[src/design/bitmap_frame_allocator_core_macros.svh]
// ----------------------------------------------------------------------------
// bitmap_frame_allocator_core_macros.svh
// Assertion macros for the bitmap frame allocator; compiled out with
// NO_ASSERTIONS.
// ----------------------------------------------------------------------------
`ifndef BITMAP_FRAME_ALLOCATOR_CORE_MACROS_SVH
`define BITMAP_FRAME_ALLOCATOR_CORE_MACROS_SVH

`ifndef NO_ASSERTIONS

// condition holds at every clock edge outside reset
`define BFA_ASSERT_ALWAYS(lbl, clk, rst, cond, msg) \
  lbl: assert property (@(posedge clk) disable iff (rst) (cond)) else $error(msg);

// same-cycle implication
`define BFA_ASSERT_IMPL(lbl, clk, rst, ante, cons, msg) \
  lbl: assert property (@(posedge clk) disable iff (rst) (ante) |-> (cons)) else $error(msg);

// next-cycle implication
`define BFA_ASSERT_NEXT(lbl, clk, rst, ante, cons, msg) \
  lbl: assert property (@(posedge clk) disable iff (rst) (ante) |=> (cons)) else $error(msg);

`else

`define BFA_ASSERT_ALWAYS(lbl, clk, rst, cond, msg)
`define BFA_ASSERT_IMPL(lbl, clk, rst, ante, cons, msg)
`define BFA_ASSERT_NEXT(lbl, clk, rst, ante, cons, msg)

`endif

`endif

[src/design/bfa_pkg.sv]
`timescale 1ns / 1ps
// ----------------------------------------------------------------------------
// bfa_pkg
// Sizes, command and status codes, and word-update types shared by the
// bitmap frame allocator.
// ----------------------------------------------------------------------------
package bfa_pkg;

  // geometry
  localparam int NUM_FRAMES  = 262144;
  localparam int FRAME_BYTES = 4096;
  localparam int WORD_BITS   = 64;

  localparam int WORD_COUNT  = (NUM_FRAMES + WORD_BITS - 1) / WORD_BITS;
  localparam int FRAME_SHIFT = $clog2(FRAME_BYTES);
  localparam int BIT_W       = $clog2(WORD_BITS);
  localparam int WIDX_W      = (WORD_COUNT > 1) ? $clog2(WORD_COUNT) : 1;
  localparam int HINT_W      = $clog2(WORD_COUNT + 1);
  localparam int FIDX_W      = $clog2(NUM_FRAMES);
  localparam int FCNT_W      = $clog2(NUM_FRAMES + 1);

  // field widths
  localparam int CMD_W    = 3;
  localparam int ADDR_W   = 64;
  localparam int LEN_W    = 64;
  localparam int STATUS_W = 2;
  localparam int FADDR_W  = 30;
  localparam int COUNT_W  = 19;

  localparam logic [BIT_W-1:0] TOP_BIT = BIT_W'(WORD_BITS - 1);

  // commands
  localparam logic [CMD_W-1:0] CMD_ALLOC      = 3'd0;
  localparam logic [CMD_W-1:0] CMD_FREE       = 3'd1;
  localparam logic [CMD_W-1:0] CMD_MARK_FREE  = 3'd2;
  localparam logic [CMD_W-1:0] CMD_MARK_USED  = 3'd3;
  localparam logic [CMD_W-1:0] CMD_SNAPSHOT   = 3'd4;

  // status
  localparam logic [STATUS_W-1:0] ST_OK      = 2'd0;
  localparam logic [STATUS_W-1:0] ST_NO_FREE = 2'd1;
  localparam logic [STATUS_W-1:0] ST_REJECT  = 2'd2;

  typedef logic [WORD_BITS-1:0] word_t;

  // one read-modify-write of a bitmap word
  typedef struct packed {
    logic             set_bits;   // 1: mark used, 0: mark free
    logic             first_fit;  // touch only the lowest free bit
    logic [BIT_W-1:0] lo;
    logic [BIT_W-1:0] hi;
  } word_op_t;

  typedef struct packed {
    logic             has_free;
    logic [BIT_W-1:0] first_free;
    logic [BIT_W:0]   flips;      // bits that changed
  } word_info_t;

  localparam word_t FULL_WORD = '1;

endpackage

[src/design/bfa_word_update.sv]
`timescale 1ns / 1ps
// ----------------------------------------------------------------------------
// bfa_word_update
// Modify stage of the bitmap read-modify-write: builds the bit mask, applies
// set or clear, counts flipped bits and finds the lowest free bit.
// ----------------------------------------------------------------------------
module bfa_word_update (
  input  bfa_pkg::word_t      old_word,
  input  bfa_pkg::word_op_t   op,
  output bfa_pkg::word_t      new_word,
  output bfa_pkg::word_info_t info
);

  bfa_pkg::word_t            mask;
  bfa_pkg::word_t            range_mask;
  bfa_pkg::word_t            diff;
  logic [bfa_pkg::BIT_W-1:0] first;
  logic [bfa_pkg::BIT_W:0]   cnt;

  // lowest zero bit
  always_comb begin
    first = '0;
    for (int i = bfa_pkg::WORD_BITS - 1; i >= 0; i--) begin
      if (!old_word[i]) begin
        first = bfa_pkg::BIT_W'(i);
      end
    end
  end

  assign range_mask = (bfa_pkg::FULL_WORD << op.lo) &
                      (bfa_pkg::FULL_WORD >> (bfa_pkg::TOP_BIT - op.hi));
  assign mask       = op.first_fit ? (bfa_pkg::word_t'(1) << first) : range_mask;
  assign new_word   = op.set_bits ? (old_word | mask) : (old_word & ~mask);
  assign diff       = old_word ^ new_word;

  always_comb begin
    cnt = '0;
    for (int i = 0; i < bfa_pkg::WORD_BITS; i++) begin
      cnt = cnt + (bfa_pkg::BIT_W + 1)'(diff[i]);
    end
  end

  assign info.has_free   = ~&old_word;
  assign info.first_free = first;
  assign info.flips      = cnt;

endmodule

[config.mk]
export PLATFORM = sky130hd
export DESIGN_NAME = bfa_word_update
export DESIGN_NICKNAME = d
export VERILOG_FILES = /design/src/design/bitmap_frame_allocator_core_macros.svh /design/src/design/bfa_pkg.sv /design/src/design/bfa_word_update.sv
export SDC_FILE = /design/constraint.sdc
export NUM_CORES = 1
export LEC_CHECK = 0
export BUFFER_PORTS_ARGS = -buffer_cell sky130_fd_sc_hd__buf_4
export CORE_ASPECT_RATIO = 0.6
export CORE_UTILIZATION = 40
export DETAILED_ROUTE_END_ITERATION = 8
export GPL_ROUTABILITY_DRIVEN = 0
export PLACE_DENSITY_LB_ADDON = 0.2
export SYNTH_ARGS = -nofsm -noshare
export SYNTH_HDL_FRONTEND = slang
export SYNTH_SLANG_ARGS = --single-unit
[constraint.sdc]
create_clock -name vclk -period 18.5
set_clock_uncertainty 0.1 [all_clocks]
set_input_delay 2.775 -clock vclk [all_inputs]
set_output_delay 2.775 -clock vclk [all_outputs]
set_load 0.03 [all_outputs]
==> results of run 1 <==
[worst max-delay path, delay by kind of cell]
kind	cells	cell delay, ns
AOI/OAI and AO/OA	8	1.54
adders and majority gates	10	4.65
buffers and inverters	9	0.72
and+or+nand+nor	4	1.39
[where the power goes]
group          switching, uW  total (uW)  internal [uW]
registers                  0           0              0
logic                    185         299            115
clock network              0           0              0
total                    185         299            115
[kinds of logic after synthesis]
group	share of synthesized area (%)
adder cells (fa/ha/maj)	22.0
XOR/XNOR	10.3
multiplexers	11.4
AND/OR/NAND/NOR	22.2
AO/OA/AOI/OAI	25.4
buffers and inverters	8.64
[layer usage]
| metal | vias up | wire (um) | track usage [%] |
|---|---|---|---|
| met3 | 41 | 3900 | 9.41 |
| met1 | 3084 | 11100 | 50.4 |
| met4 | 0 | 436 | 4.00 |
| met2 | 566 | 8950 | 44.3 |
| met5 | - | 0 | 0 |
| li1 | 3027 | - | - |
[final timing paths]
kind                     start      endpoint  slack, ns  cells past startpoint
hold / removal    old_word[46]  new_word[46]       5.84                      3
setup / recovery  old_word[27]       info[6]       4.55                     31
[through the flow]
step | hold WS, ns | power, uW | area [sq um]
finish | 5.84 | 299 | 6990
global route | 5.86 | 326 | 6990
CTS | 5.84 | 296 | 6990
detailed placement | 5.83 | 295 | 6990
global placement | 5.83 | 293 | 6990
floorplan | 5.68 | 194 | 5760
[layout make-up]
| class | count | area [sq um] | share of cell area [%] |
|---|---|---|---|
| Inverter | 82 | 308 | 4.40 |
| Multi-Input combinational cell | 666 | 5270 | 75.3 |
| Tap cell | 192 | 240 | 3.44 |
| Timing Repair Buffer | 157 | 1180 | 16.9 |
[cells in the final DEF (no fill, tap or decap), types with 16 or more instances in the layout]
master and n:
sky130_fd_sc_hd__mux2_2 28, sky130_fd_sc_hd__nor2_1 69, sky130_fd_sc_hd__nand4_1 22, sky130_fd_sc_hd__a211oi_1 23, sky130_fd_sc_hd__mux2_1 23, sky130_fd_sc_hd__o21ai_0 33
sky130_fd_sc_hd__a21o_1 16, sky130_fd_sc_hd__fa_1 54, sky130_fd_sc_hd__xor2_1 26, sky130_fd_sc_hd__a21oi_1 52, sky130_fd_sc_hd__xnor2_1 42, sky130_fd_sc_hd__nand2_1 67
sky130_fd_sc_hd__inv_1 82, sky130_fd_sc_hd__buf_4 157
==> impl_results.md, run 1 <==
* Sequential area share after synthesis at 0%
* Gate count of the mapped netlist at 793
* FF+latch count at 0
* Post-synth design cell area at 0.00576 sq mm
* Pre-CTS WS at 4.71 ns
* Crit end category: primary output
* Critical Path Start Type: input port
* TritonRoute pass-1 iters at 5
* Final total negative setup slack at 0 ns
* Horizontal extent of the die at 157 um
* Critical-path top delay cell: sky130_fd_sc_hd__nor4_1
* Unique cell type count in the Yosys netlist at 68
* Maxcap violations at 0
* Required time worst endpoint at 15.62 ns
* Antenna-violating nets left at 0
* Total number of vias at 6718
* Number of placed I/O pins at 156
* Setup WS post-layout at 4.55 ns
* GRT Total Usage at 32.6%
* Result of the run: completed
* Final Hold Fails at 0
* Time the final worst path needs with I/O delays and setup at 13.95 ns
* Worst rel slew slack at 36.1%
* Die ar. at 0.0149 sq mm
* Max Clk Rate at 71.7 MHz
* Fraction of final layout cells sized beyond drive strength 1 at 23.0%
* Wire length of the first global-routing pass at 36.6 mm
* Combined flip-flop and latch cell area at 0 sq um
* Slew at the pin with the worst max-slew slack at 0.959 ns
* Most common cell in the synthesized netlist: sky130_fd_sc_hd__inv_1
* Hold-fix buffer count after cts at 0
* Final cycle utilization of the critical path at 75.4%
* Largest net degree at the start of global routing at 77
* DIE HEIGHT at 95.0 um
* Portion of synthesized cell area occupied by the leading cell type at 18.8%
* Syn_nets at 940
* Global route total overflow at 0
* Clock buffer count at 0
* CP Max Fanout at 6
* Number of cells after detailed placement at 1097
* Setup repair after global routing missed its margin: false
* Main area contributors after synthesis: sky130_fd_sc_hd__fa_1, sky130_fd_sc_hd__xnor2_1, sky130_fd_sc_hd__mux2_2, sky130_fd_sc_hd__inv_1, sky130_fd_sc_hd__a21oi_1
* Vias in the first global route at 6101
* Count of endpoints failing setup in the final report at 0
* Number of max-slew violations in the final report at 0
* Nets@finish at 1054
* Count of antenna diodes in the layout at 0
* Final routed wirelength across all metal layers at 24.4 mm
* Mean number of vias per cell at 6.12
* Final-layout fill cell count at 1424
* Leakage at 0.00297 uW
* Antenna violations before repair at 0
* Final standard cell utilization of the core at 50.4%
* Slowest stage delay, CP at 0.57 ns
* Iteration-0 DRC Markers at 1284
* Row Count at 33
* Area growth syn-to-layout at 21.3%
* Worst Path Class, Setup: input port to primary output
* Wire per inst at 22.3 um
* Core Region at 0.0139 sq mm
* Cell type with the highest aggregate area in the netlist: sky130_fd_sc_hd__fa_1
* Dominant cell type by count on the critical path: sky130_fd_sc_hd__fa_1
* Effective utilization at floorplan at 41.5%
* Worst min path class: input port to primary output
* Final Non-Filler Cells at 1097
* Synth cell count leaders: sky130_fd_sc_hd__inv_1, sky130_fd_sc_hd__nor2_1, sky130_fd_sc_hd__nand2_1, sky130_fd_sc_hd__fa_1, sky130_fd_sc_hd__a21oi_1
* Ratio of total power to cell area at 42.8 mW/mm^2
* Number of port buffers at 156
* Data arrival at the endpoint of the critical path at 11.08 ns
* Buffers inserted during post-CTS setup optimization at 0
* Detailed-route DRC error count at 0
* Quantity of gates resized following cts at 0
* VDD IR max at 0.0000839 V
* Total number of yosys warnings at 0
* Syn Area/Cell at 7.27 sq um
* Half-perimeter wire length after placement at 20.4 mm
(Power assumes the default switching activity.)
==> run 2, diff against run 1 <==
- clock period: 18.5 -> 13.5 ns (I/O delays scaled with it)
==> impl_results.md, run 2 (synthesis gave the netlist of run 1 again) <==
* Worst min path class: input port to primary output (unchanged)
* Share of total power in the clock network at 0% (about the same)
* Worst Path Class, Setup: input port to primary output (unchanged)
* Final standard cell utilization of the core at 50.5% (was 50.4%)
* Leakage at 0.00298 uW (was 0.00297 uW)
* Number of placed I/O pins at 156 (unchanged)
* Slowest stage delay, CP at 0.77 ns (was 0.57 ns)
* Hold-fix buffer count after cts at 0 (unchanged)
* Net load switching power at 253 uW (was 185 uW)
* Mean number of vias per cell at 6.17 (was 6.12)
* Final total negative setup slack at 0 ns (unchanged)
* Largest net degree at the start of global routing at 78 (was 77)
* Share of power burned in combinational logic at 100.0% (about the same)
* Internal power of the cells at 157 uW (was 115 uW)
* Final cycle utilization of the critical path at 92.2%
* Critical path's top delay family: adder cells (unchanged)
* TritonRoute pass-1 iters at 7 (was 5)
* DIE HEIGHT at 95.0 um (unchanged)
* Critical Path Start Type: input port (unchanged)
* Combined flip-flop and latch cell area at 0 sq um (unchanged)
* Row Count at 33 (unchanged)
* Antenna violations before repair at 0 (unchanged)
* Wire length of the first global-routing pass at 36.4 mm (was 36.6 mm)
* Setup repair after global routing missed its margin: false (unchanged)
* Count of antenna diodes in the layout at 0 (unchanged)
* Detailed-route DRC error count at 0 (unchanged)
* Final routed wirelength across all metal layers at 24.6 mm (was 24.4 mm)
* Top library cells by usage in the layout, fill and taps aside: sky130_fd_sc_hd__buf_4, sky130_fd_sc_hd__inv_1, sky130_fd_sc_hd__nor2_1 (unchanged)
* Final Hold Fails at 0 (unchanged)
* Maxcap violations at 0 (unchanged)
* Core Region at 0.0139 sq mm (unchanged)
* Die ar. at 0.0149 sq mm (unchanged)
* Time the final worst path needs with I/O delays and setup at 12.45 ns
* Ratio of total power to cell area at 58.5 mW/mm^2 (was 42.8 mW/mm^2)
* Count of endpoints failing setup in the final report at 0 (unchanged)
* Number of port buffers at 156 (unchanged)
* Required time worst endpoint at 11.38 ns (was 15.62 ns)
* FF+latch count at 0 (unchanged)
* Result of the run: completed (unchanged)
* Antenna-violating nets left at 0 (unchanged)
* Fraction of final layout cells sized beyond drive strength 1 at 23.2% (was 23.0%)
* Effective utilization at floorplan at 41.5% (unchanged)
* Critical-path top delay cell: sky130_fd_sc_hd__a211oi_1 (was sky130_fd_sc_hd__nor4_1)
* Half-perimeter wire length after placement at 20.6 mm (was 20.4 mm)
* Area growth syn-to-layout at 21.6% (was 21.3%)
* Max Clk Rate at 80.3 MHz
* Quantity of gates resized following cts at 0 (unchanged)
* Buffers inserted during post-CTS setup optimization at 0 (unchanged)
* Number of max-slew violations in the final report at 0 (unchanged)
* GRT Total Usage at 32.5% (was 32.6%)
* Global route total overflow at 0 (unchanged)
* Dominant cell type by count on the critical path: sky130_fd_sc_hd__fa_1 (unchanged)
* Clock buffer count at 0 (unchanged)
* Wire per inst at 22.4 um (was 22.3 um)
* CP Max Fanout at 13 (was 6)
* Buffers plus inverters on the worst setup path at 8 (was 9)
* Slew at the pin with the worst max-slew slack at 0.973 ns (was 0.959 ns)
* Commonest non-fill, non-tap cell in the layout: sky130_fd_sc_hd__buf_4 (unchanged)
* Crit end category: primary output (unchanged)
* Fraction of power consumed by sequential logic at 0% (about the same)
* Iteration-0 DRC Markers at 975 (was 1284)
* Sw frac at 61.7% (about the same)
* VDD IR max at 0.0000676 V (was 0.0000839 V)
* Vias in the first global route at 6086 (was 6101)
* Total number of vias at 6778 (was 6718)
* Nets@finish at 1056 (was 1054)
* Worst rel slew slack at 35.2% (was 36.1%)
* Overall power consumption at 410 uW (was 299 uW)
* Data arrival at the endpoint of the critical path at 10.33 ns (was 11.08 ns)
* Horizontal extent of the die at 157 um (unchanged)
[run 2: changes by cell type in the layout (fill, tap and decap cells not counted), sizes merged]
cell and delta:
buf +2
[run 2: per-stage QoR]
step	instance area [sq um]	setup WS (ns)	std cells	hold WS [ns]
floorplan	5760	1.89	793	4.18
global placement	7010	1.21	1099	4.34
detailed placement	7010	1.23	1099	4.33
CTS	7010	1.21	1099	4.34
global route	7010	0.609	1099	4.36
finish	7010	1.05	1099	4.34
[run 2: final cells by class]
cell class                 instances  area, sq um
inverter                          82          308
multi-input combinational        666         5270
fill                            1422         6870
tap                              192          240
timing repair buffer             159         1190
[run 2: power by group through the flow]
stage	logic (uW)	registers [uW]	clock network, uW
after floorplan	266	0	0
after global placement	403	0	0
after detailed placement	403	0	0
after CTS	405	0	0
after global routing	449	0	0
final	410	0	0
[run 2: final timing paths]
path,to,depth (start not counted),startpoint
setup / recovery,info[6],30,old_word[46]
hold / removal,new_word[61],3,old_word[61]
[run 2: worst min-delay path, stage by stage]
cell,delay [ns]
sky130_fd_sc_hd__buf_4,0.11
sky130_fd_sc_hd__mux2_1,0.13
sky130_fd_sc_hd__buf_4,0.15
[run 2: metal layers]
metal	global-route usage (%)	share of wire [%]
met2	43.0	37
met1	49.3	45
met4	6.94	2.5
met5	0	0
met3	10.5	16
==> run 3, diff against run 2 <==
- PLACE_DENSITY: not set -> 0.66
- PLACE_DENSITY_LB_ADDON: 0.2 -> not set
- clock period: 13.5 -> 15.77 ns (I/O delays scaled with it)
==> impl_results.md, run 3 (synthesis gave the netlist of run 1 again) <==
* Result of the run: completed (unchanged)
* Critical Path Start Type: input port (unchanged)
* Dominant cell type by count on the critical path: sky130_fd_sc_hd__fa_1 (unchanged)
* Clock buffer count at 0 (unchanged)
* DIE HEIGHT at 95.0 um (unchanged)
* Total number of vias at 6765 (was 6778)
* Final cycle utilization of the critical path at 81.6%
* Number of port buffers at 156 (unchanged)
* TritonRoute pass-1 iters at 6 (was 7)
* Number of cells after detailed placement at 1097 (was 1099)
* Area growth syn-to-layout at 21.3% (was 21.6%)
* Instance area after placement at 0.00699 sq mm (was 0.00701 sq mm)
* Final Non-Filler Cells at 1097 (was 1099)
* Global route total overflow at 0 (unchanged)
* Die ar. at 0.0149 sq mm (unchanged)
* Combined flip-flop and latch cell area at 0 sq um (unchanged)
* Effective utilization at floorplan at 41.5% (unchanged)
* Core Region at 0.0139 sq mm (unchanged)
* Detailed-route DRC error count at 0 (unchanged)
* GRT Total Usage at 32.3% (was 32.5%)
* Count of antenna diodes in the layout at 0 (unchanged)
* Top library cells by usage in the layout, fill and taps aside: sky130_fd_sc_hd__buf_4, sky130_fd_sc_hd__inv_1, sky130_fd_sc_hd__nor2_1 (unchanged)
* Final routed wirelength across all metal layers at 23.9 mm (was 24.6 mm)
* Slew at the pin with the worst max-slew slack at 0.925 ns (was 0.973 ns)
* Hold-fix buffer count after cts at 0 (unchanged)
* Worst rel slew slack at 38.3% (was 35.2%)
* Worst min path class: input port to primary output (unchanged)
* Slowest stage delay, CP at 0.60 ns (was 0.77 ns)
* Setup repair after global routing missed its margin: false (unchanged)
* Horizontal extent of the die at 157 um (unchanged)
* Final total negative setup slack at 0 ns (unchanged)
* Final Hold Fails at 0 (unchanged)
* VDD IR max at 0.000172 V (was 0.0000676 V)
* Buffers inserted during post-CTS setup optimization at 0 (unchanged)
* Largest net degree at the start of global routing at 76 (was 78)
* Final instance area at 0.00699 sq mm (was 0.00701 sq mm)
* Commonest non-fill, non-tap cell in the layout: sky130_fd_sc_hd__buf_4 (unchanged)
* FF+latch count at 0 (unchanged)
* Number of max-slew violations in the final report at 0 (unchanged)
* Nets@finish at 1054 (was 1056)
* Quantity of gates resized following cts at 0 (unchanged)
* Critical-path top delay cell: sky130_fd_sc_hd__nor4_2 (was sky130_fd_sc_hd__a211oi_1)
* Wire length of the first global-routing pass at 36.4 mm (about the same)
* Number of placed I/O pins at 156 (unchanged)
* Vias in the first global route at 6196 (was 6086)
* Final-layout fill cell count at 1397 (was 1422)
* Required time worst endpoint at 13.30 ns (was 11.38 ns)
* Worst Path Class, Setup: input port to primary output (unchanged)
* Final standard cell utilization of the core at 50.4% (was 50.5%)
* Fraction of final layout cells sized beyond drive strength 1 at 23.0% (was 23.2%)
* Crit end category: primary output (unchanged)
* Wire per inst at 21.8 um (was 22.4 um)
* Iteration-0 DRC Markers at 968 (was 975)
* Row Count at 33 (unchanged)
* Antenna-violating nets left at 0 (unchanged)
* Antenna violations before repair at 0 (unchanged)
* Mean number of vias per cell at 6.17 (about the same)
* Ratio of total power to cell area at 49.5 mW/mm^2 (was 58.5 mW/mm^2)
* Maxcap violations at 0 (unchanged)
* Area of combinational cells with multiple inputs at 0.00527 sq mm (unchanged)
* Time the final worst path needs with I/O delays and setup at 12.86 ns
* Count of endpoints failing setup in the final report at 0 (unchanged)
* CP Max Fanout at 6 (was 13)
* Data arrival at the endpoint of the critical path at 10.40 ns (was 10.33 ns)
* Max Clk Rate at 77.8 MHz
* Half-perimeter wire length after placement at 20.1 mm (was 20.6 mm)
* Leakage at 0.00297 uW (was 0.00298 uW)
[run 3: cell count changes in the layout (fill, tap and decap cells not counted), sizes merged]
cell  delta
buf      -2
[run 3: report_power, final]
group,internal (uW),switching (uW),total [uW]
clock,0,0,0
sequential,0,0,0
combinational,132,214,346
total,132,214,346
[run 3: worst paths after layout]
path,startpoint,end,slack (ns),cells past startpoint
setup / recovery,old_word[23],info[6],2.91,31
hold / removal,old_word[61],new_word[61],5.02,3
[run 3: cell type report]
| type | instances | area share [%] |
|---|---|---|
| multi-input combinational | 666 | 75.3 |
| timing repair buffer | 157 | 16.9 |
| inverter | 82 | 4.40 |
| tap | 192 | 3.44 |
[run 3: critical path, delay by kind of cell]
family	cells	cell delay (ns)
buffers and inverters	9	0.71
AND/OR/NAND/NOR	7	1.82
AO/OA/AOI/OAI	5	0.84
adder cells (fa/ha/maj)	10	4.68
[run 3: routing by layer]
metal / GRT usage [%] / share of wire [%] / wire length [um] / vias up
li1: - / - / - / 3012
met1: 48.6 / 44 / 10600 / 3152
met2: 45.3 / 38 / 9010 / 553
met3: 8.17 / 15 / 3670 / 48
met4: 6.21 / 2.5 / 603 / 0
met5: 0.680 / 0 / 0 / -
[run 3: stage by stage]
stage	setup WS (ns)	hold slack [ns]	power, uW
6_report	2.91	5.02	346
5_1_grt	2.45	5.04	380
4_1_cts	3.03	5.02	343
3_5_place_dp	3.05	5.01	341
3_3_place_gp	3.03	5.02	337
2_1_floorplan	3.48	4.86	227
